<file path="src/itrd_pkg.sv">
package itrd_pkg;

  localparam int NUM_WIDTH_DEF = 64;
  localparam int RADIX_W       = 6;
  localparam int CHAR_W        = 7;
  localparam int COUNT_W       = 7;
  localparam int BITS_PER_STEP = 8;

  localparam logic [RADIX_W-1:0] RADIX_MIN = 6'd2;
  localparam logic [RADIX_W-1:0] RADIX_MAX = 6'd36;
  localparam logic [RADIX_W-1:0] DEC_BASE  = 6'd10;
  localparam logic [CHAR_W-1:0]  ASCII_ZERO = 7'h30;
  localparam logic [CHAR_W-1:0]  ASCII_NINE = 7'h39;
  localparam logic [CHAR_W-1:0]  ASCII_A    = 7'h41;
  localparam logic [CHAR_W-1:0]  ASCII_Z    = 7'h5a;

  typedef struct packed {
    logic load;      // capture number and radix, clear digit count
    logic step;      // one slice of the long division
    logic push;      // store remainder as a character, bump count
    logic ptr_init;  // point the read side at the top of the stack
    logic ptr_dec;
    logic out_load;  // move stack top into the output register
  } cmd_t;

  typedef struct packed {
    logic quot_zero;
    logic stack_full;
    logic ptr_zero;
    logic out_free;
  } status_t;

endpackage

</file>
<file path="src/integer_to_radix_digits.sv">
// channel | handshake            | payload                             | words
// in      | in_valid, in_ready   | number, radix                       | one per conversion
// out     | out_valid, out_ready | digit_char, digit_count, last_digit | one per digit, msb first
//
// each digit comes out of the divider at 8 quotient bits per cycle and then comes back
// off the digit stack through a registered memory read.
// one item at a time; the last digit may wait in the output register while the
// next word is taken. reset clears the controller and the output valid only.
// a stalled output holds the controller in its load state.
module integer_to_radix_digits #(
  parameter int NUM_WIDTH = itrd_pkg::NUM_WIDTH_DEF
) (
  input  logic                         clk,
  input  logic                         rst,
  input  logic                         in_valid,
  output logic                         in_ready,
  input  logic [NUM_WIDTH-1:0]         number,
  input  logic [itrd_pkg::RADIX_W-1:0] radix,
  output logic                         out_valid,
  input  logic                         out_ready,
  output logic [itrd_pkg::CHAR_W-1:0]  digit_char,
  output logic [itrd_pkg::COUNT_W-1:0] digit_count,
  output logic                         last_digit
);

  itrd_pkg::cmd_t    cmd;
  itrd_pkg::status_t status;

  itrd_ctrl #(
    .NUM_WIDTH(NUM_WIDTH)
  ) u_ctrl (
    .clk      (clk),
    .rst      (rst),
    .in_valid (in_valid),
    .in_ready (in_ready),
    .status   (status),
    .cmd      (cmd)
  );

  itrd_datapath #(
    .NUM_WIDTH(NUM_WIDTH)
  ) u_datapath (
    .clk         (clk),
    .rst         (rst),
    .cmd         (cmd),
    .status      (status),
    .number      (number),
    .radix       (radix),
    .out_ready   (out_ready),
    .out_valid   (out_valid),
    .digit_char  (digit_char),
    .digit_count (digit_count),
    .last_digit  (last_digit)
  );

`ifndef SYNTHESIS
  a_no_overwrite: assert property (@(posedge clk) disable iff (rst)
    cmd.out_load |-> status.out_free)
    else $error("output word overwritten before it was taken");

  a_char_legal: assert property (@(posedge clk) disable iff (rst)
    out_valid |-> ((digit_char >= itrd_pkg::ASCII_ZERO && digit_char <= itrd_pkg::ASCII_NINE)
                || (digit_char >= itrd_pkg::ASCII_A && digit_char <= itrd_pkg::ASCII_Z)))
    else $error("digit character out of range");

  a_count_legal: assert property (@(posedge clk) disable iff (rst)
    out_valid |-> (digit_count != '0 && digit_count <= itrd_pkg::COUNT_W'(NUM_WIDTH)))
    else $error("digit count out of range");

  a_busy_after_accept: assert property (@(posedge clk) disable iff (rst)
    (in_valid && in_ready) |=> !in_ready)
    else $error("new word taken while a conversion is running");
`endif

endmodule

</file>
<file path="src/itrd_datapath.sv">
module itrd_datapath #(
  parameter int NUM_WIDTH = itrd_pkg::NUM_WIDTH_DEF
) (
  input  logic                            clk,
  input  logic                            rst,
  input  itrd_pkg::cmd_t                  cmd,
  output itrd_pkg::status_t               status,
  input  logic [NUM_WIDTH-1:0]            number,
  input  logic [itrd_pkg::RADIX_W-1:0]    radix,
  input  logic                            out_ready,
  output logic                            out_valid,
  output logic [itrd_pkg::CHAR_W-1:0]     digit_char,
  output logic [itrd_pkg::COUNT_W-1:0]    digit_count,
  output logic                            last_digit
);

  localparam int BITS = itrd_pkg::BITS_PER_STEP;
  localparam int PW   = ((NUM_WIDTH + BITS - 1) / BITS) * BITS;
  localparam int AW   = $clog2(NUM_WIDTH);
  localparam int RW   = itrd_pkg::RADIX_W;
  localparam int CW   = itrd_pkg::CHAR_W;
  localparam int NW   = itrd_pkg::COUNT_W;

  logic [PW-1:0]  value;
  logic [PW-1:0]  value_next;
  logic [RW-1:0]  base;
  logic [RW-1:0]  base_next;
  logic [RW-1:0]  rem;
  logic [RW-1:0]  rem_next;
  logic [NW-1:0]  count;
  logic [AW-1:0]  ptr;
  logic [CW-1:0]  rem_char;
  logic [CW-1:0]  rd_data;
  logic [CW-1:0]  stack_mem [NUM_WIDTH];

  // radix outside 2..36 is pinned to the nearest end
  always_comb begin
    if (radix < itrd_pkg::RADIX_MIN) begin
      base_next = itrd_pkg::RADIX_MIN;
    end else if (radix > itrd_pkg::RADIX_MAX) begin
      base_next = itrd_pkg::RADIX_MAX;
    end else begin
      base_next = radix;
    end
  end

  // restoring division, BITS quotient bits per cycle, msb first
  always_comb begin
    logic [RW:0]     t;
    logic [RW-1:0]   rr;
    logic [BITS-1:0] q;
    rr = rem;
    q  = '0;
    for (int i = 0; i < BITS; i++) begin
      t = {rr, value[PW-1-i]};
      if (t >= {1'b0, base}) begin
        rr = RW'(t - {1'b0, base});
        q[BITS-1-i] = 1'b1;
      end else begin
        rr = t[RW-1:0];
      end
    end
    rem_next   = rr;
    value_next = (value << BITS) | PW'(q);
  end

  always_comb begin
    if (rem < itrd_pkg::DEC_BASE) begin
      rem_char = itrd_pkg::ASCII_ZERO + CW'(rem);
    end else begin
      rem_char = itrd_pkg::ASCII_A + CW'(rem) - CW'(itrd_pkg::DEC_BASE);
    end
  end

  always_ff @(posedge clk) begin
    if (cmd.load) begin
      value <= PW'(number);
      base  <= base_next;
      rem   <= '0;
    end else if (cmd.step) begin
      value <= value_next;
      rem   <= rem_next;
    end else if (cmd.push) begin
      rem   <= '0;
    end
  end

  always_ff @(posedge clk) begin
    if (cmd.load) begin
      count <= '0;
    end else if (cmd.push) begin
      count <= count + NW'(1);
    end
  end

  always_ff @(posedge clk) begin
    if (cmd.ptr_init) begin
      ptr <= count[AW-1:0];
    end else if (cmd.ptr_dec) begin
      ptr <= ptr - AW'(1);
    end
  end

  always_ff @(posedge clk) begin
    if (cmd.push) begin
      stack_mem[count[AW-1:0]] <= rem_char;
    end
    rd_data <= stack_mem[ptr];
  end

  always_ff @(posedge clk) begin
    if (rst) begin
      out_valid <= 1'b0;
    end else if (cmd.out_load) begin
      out_valid <= 1'b1;
    end else if (out_ready) begin
      out_valid <= 1'b0;
    end
  end

  always_ff @(posedge clk) begin
    if (cmd.out_load) begin
      digit_char  <= rd_data;
      digit_count <= count;
      last_digit  <= (ptr == '0);
    end
  end

  assign status.quot_zero  = (value == '0);
  assign status.stack_full = (count == NW'(NUM_WIDTH - 1));
  assign status.ptr_zero   = (ptr == '0);
  assign status.out_free   = !out_valid || out_ready;

endmodule

</file>
<file path="src/itrd_ctrl.sv">
module itrd_ctrl #(
  parameter int NUM_WIDTH = itrd_pkg::NUM_WIDTH_DEF
) (
  input  logic              clk,
  input  logic              rst,
  input  logic              in_valid,
  output logic              in_ready,
  input  itrd_pkg::status_t status,
  output itrd_pkg::cmd_t    cmd
);

  localparam int BITS  = itrd_pkg::BITS_PER_STEP;
  localparam int STEPS = (NUM_WIDTH + BITS - 1) / BITS;
  localparam int SW    = (STEPS > 1) ? $clog2(STEPS) : 1;

  localparam logic [2:0] ST_IDLE = 3'd0;
  localparam logic [2:0] ST_DIV  = 3'd1;
  localparam logic [2:0] ST_PUSH = 3'd2;
  localparam logic [2:0] ST_RD   = 3'd3;
  localparam logic [2:0] ST_LD   = 3'd4;

  logic [2:0]    state;
  logic [2:0]    state_next;
  logic [SW-1:0] step;
  logic [SW-1:0] step_next;

  always_comb begin
    state_next = state;
    step_next  = step;
    cmd        = '0;
    in_ready   = 1'b0;
    unique case (state)
      ST_IDLE: begin
        in_ready = 1'b1;
        if (in_valid) begin
          cmd.load   = 1'b1;
          step_next  = '0;
          state_next = ST_DIV;
        end
      end
      ST_DIV: begin
        cmd.step = 1'b1;
        if (step == SW'(STEPS - 1)) begin
          state_next = ST_PUSH;
        end else begin
          step_next = step + SW'(1);
        end
      end
      ST_PUSH: begin
        cmd.push = 1'b1;
        if (status.quot_zero || status.stack_full) begin
          cmd.ptr_init = 1'b1;
          state_next   = ST_RD;
        end else begin
          step_next  = '0;
          state_next = ST_DIV;
        end
      end
      // stack read is registered: this state waits for the data to land
      ST_RD: begin
        state_next = ST_LD;
      end
      ST_LD: begin
        if (status.out_free) begin
          cmd.out_load = 1'b1;
          if (status.ptr_zero) begin
            state_next = ST_IDLE;
          end else begin
            cmd.ptr_dec = 1'b1;
            state_next  = ST_RD;
          end
        end
      end
      default: begin
        state_next = ST_IDLE;
      end
    endcase
  end

  always_ff @(posedge clk) begin
    if (rst) begin
      state <= ST_IDLE;
      step  <= '0;
    end else begin
      state <= state_next;
      step  <= step_next;
    end
  end

endmodule

</file>
<file path="config.mk">
export PLATFORM = sky130hd
export DESIGN_NAME = integer_to_radix_digits
export DESIGN_NICKNAME = d
export VERILOG_FILES = /design/src/itrd_pkg.sv /design/src/integer_to_radix_digits.sv /design/src/itrd_datapath.sv /design/src/itrd_ctrl.sv
export SDC_FILE = /design/constraint.sdc
export NUM_CORES = 1
export LEC_CHECK = 0
export BUFFER_PORTS_ARGS = -buffer_cell sky130_fd_sc_hd__buf_2
export CAP_MARGIN = 20
export CORE_MARGIN = 8
export CORE_UTILIZATION = 45
export CTS_CLUSTER_SIZE = 16
export DETAILED_ROUTE_END_ITERATION = 10
export SLEW_MARGIN = 30
export SYNTH_ARGS = -nofsm -noshare
export SYNTH_HDL_FRONTEND = slang
export SYNTH_SLANG_ARGS = --single-unit
</file>
<file path="constraint.sdc">
create_clock -name clk -period 15.5 [get_ports clk]
set_clock_uncertainty 0.1 [all_clocks]
set_input_delay 2.325 -clock clk [delete_from_list [all_inputs] [get_ports clk]]
set_output_delay 2.325 -clock clk [all_outputs]
set_load 0.01 [all_outputs]
</file>
==> impl_metrics.ini <==
[routing]
first_pass_iters = 6
num_vias = 14407
finalWirelength_um = 60300
ant_nets = 0
drc = 0
drt-met1-wl_um = 25500
top_layer_used = met5
dr.first_iter.drc_count = 1182
routedWlPerCell_um = 23.5
wl_met2_um = 28500
wl_met3_um = 4620
via_per_inst = 5.63

[grt]
grt_pass1_wl_um = 90400
track_usage = 0.188
grt_overflow = 0
grt_max_degree = 68
grt_antenna_before_repair = 3
grt_pass1_vias = 14636

[hold_path]
hold_path_class = reg -> reg
holdPathEnd = u_datapath.digit_char[1]
hold_depth = 0
worstHoldStart = u_datapath.rd_data[1]

[setup_path]
slowest_stage = or4_4
arrival_ns = 15.30
cp-end-kind = flop
required_ns = 15.89
slowest_delay_ns = 0.60
r2r-start = u_datapath.value[63]
cp_max_fo = 8
cp-start-kind = flop
cpMostUsedCell = ha_1
reg2reg_depth = 74
rr_endpoint = u_datapath.rem[4]
r2r_slack_ns = 0.60
worstSetupPathType = reg -> reg

[synthesis]
yosysTopAreaCell = edfxtp_1
synth_edf_count = 539
synth_fp_nets = 1735
synth_cells = 1597
synth_area_um2 = 25200
netlist.area_leader.share = 0.642
yosysUniqueCellTypes = 76
synth-seq-cells = 566
syn_area_per_cell_um2 = 15.8
async_flop_share = 0
ys_warn_count = 0
synth_top_flop_cell = edfxtp_1
ys_seq_area_frac = 0.663
synth_area_leaders = edfxtp_1 (64%), mux4_2 (13%), nand2_1 (3.3%)

[timing]
tightest_slew_ns = 0.931
final.min_clock_period_ns = 14.90
slew_headroom = 0.374
final.period_utilization = 0.962
maxSlewViolCount = 0
hold_violations = 0
setup_ws_ns = 0.596
finalSetupViolations = 0
tns_ns = 0
fmax_mhz = 67.1

[placed_design]
port_buffers = 90
gp_congestion = 0.882
dp_worst_setup_slack_ns = -0.442
dp_hpwl_um = 39000

[cells_and_area]
area_growth_pct = 16.1
layout-drive-gt1-share = 0.279
final_util = 0.530
nets = 1899

[flow_run]
maxCapViolCount = 0

[clocking]
cts.sinks = 566
cts_buffer_depth = 3
htree_levels = 2
path_clk_slew_ns = 0.06
insertion_delay_ns = 0.62
clk_root_buffer_cell = clkbuf_16
cts_made_buffers = 58
cts_tree = yes

[floorplan]
start_util = 0.456
io-pin-count = 91
dieArea_um2 = 63900
die_w_um = 253
die_h_um = 253
core_um2 = 55300
rows = 86

[run_status]
status = finished clean
==> per-stage QoR <==
step	hold WS [ns]	cell area, um^2	std cells
global route	0.311	29300	2559
floorplan	0.286	25200	1597
global placement	0.291	26800	2414
detailed placement	0.289	26800	2414
CTS	0.304	28800	2525
finish	0.303	29300	2560
==> layout make-up <==
type                       instances  area, um^2
clock inverter                    27         251
fill                            4580       26000
tap                              748         936
inverter                          47         176
antenna                            1        2.50
clock buffer                      83        1660
multi-input combinational        916        8460
sequential                       566       16700
timing repair buffer             172        1080
==> critical path: cells and delay by family, from the launching register on <==
kind | cells | cell delay, ns
AO/OA/AOI/OAI | 39 | 7.08
adder cells (fa/ha/maj) | 8 | 2.37
buffers and inverters | 3 | 0.23
flip-flops | 1 | 0.39
multiplexers | 3 | 0.85
AND/OR/NAND/NOR | 21 | 3.77
==> what timing repair did <==
item	in CTS	in global routing
buffers inserted	1	33
endpoints found under the hold margin	0	0
endpoints found under the setup margin	7	7
gates resized for setup	7	63
pin swaps	2	40
hold buffers	0	0
==> layout by cell type, fill, tap and decap left out, types with 7 or more instances in the layout <==
master,count
xnor2_1,20
nand2b_1,10
buf_2,90
mux2i_1,13
inv_1,43
mux2_2,12
nor2b_1,13
o21ai_0,19
mux4_2,147
o21a_1,12
a21oi_2,7
nand2_1,218
clkbuf_8,7
o21ai_1,8
a21oi_1,37
dfxtp_1,27
a21o_1,17
edfxtp_1,539
nor4_1,18
xor2_1,13
buf_4,78
clkinv_2,15
nand3_1,16
ha_1,50
clkbuf_16,60
nor2_1,129
clkbuf_1,16
fa_1,8
o211ai_1,8
nand4_1,10
==> cells by family after synthesis <==
family,Yosys count,synth area share
AOI/OAI and AO/OA,166,0.0451
xor gates and xnor gates,36,0.0125
adders and majority gates,64,0.0341
buffers and inverters,115,0.0178
DFF,566,0.663
muxes,181,0.146
and+or+nand+nor,469,0.0815
==> worst max-delay path by stage <==
stage	depth (start not counted)	startpoint	slack, ns	endpoint
global placement	71	u_datapath.base[4]	0.11	u_datapath.rem[3]
CTS	71	u_datapath.base[4]	0.005	u_datapath.rem[3]
global route	76	u_datapath.base[4]	-0.18	u_datapath.rem[4]
finish	74	u_datapath.value[63]	0.60	u_datapath.rem[4]
detailed placement	73	u_datapath.base[4]	-0.44	u_datapath.rem[3]
floorplan	74	u_datapath.base[1]	0.02	u_datapath.rem[4]
==> flip-flops by register name, summed over array words and instances, names as in the netlist <==
name and cells:
u_datapath.ptr 6, u_datapath.rd_data 7, u_datapath.base 6, u_datapath.digit_char 7
u_datapath.out_valid 1, u_datapath.count 7, u_ctrl.state 3, u_ctrl.step 3
u_datapath.last_digit 1, u_datapath.value 64, u_datapath.stack_mem 448, u_datapath.digit_count 7
u_datapath.rem 6
==> synth_stat cells (all sizes together) (13+ instances only) <==
cell and instances:
nor2b 14, xnor2 23, mux2 16, a21oi 46
clkbuf 47, mux2i 18, nand3 17, edfxtp 539
inv 46, ha 56, nor2 137, nand2 222
o21ai 34, buf 21, dfxtp 27, mux4 147
nor4 18, xor2 13, a21o 17
==> layer usage <==
| layer | track usage | vias to the layer above |
|---|---|---|
| met2 | 0.297 | 523 |
| met1 | 0.259 | 7271 |
| met4 | 0.0579 | 4 |
| met5 | 0 | - |
| met3 | 0.0424 | 89 |
| li1 | - | 6520 |
Power is not shown: default switching activity piles up to over one toggle a cycle in this logic, so the estimate is an artifact.
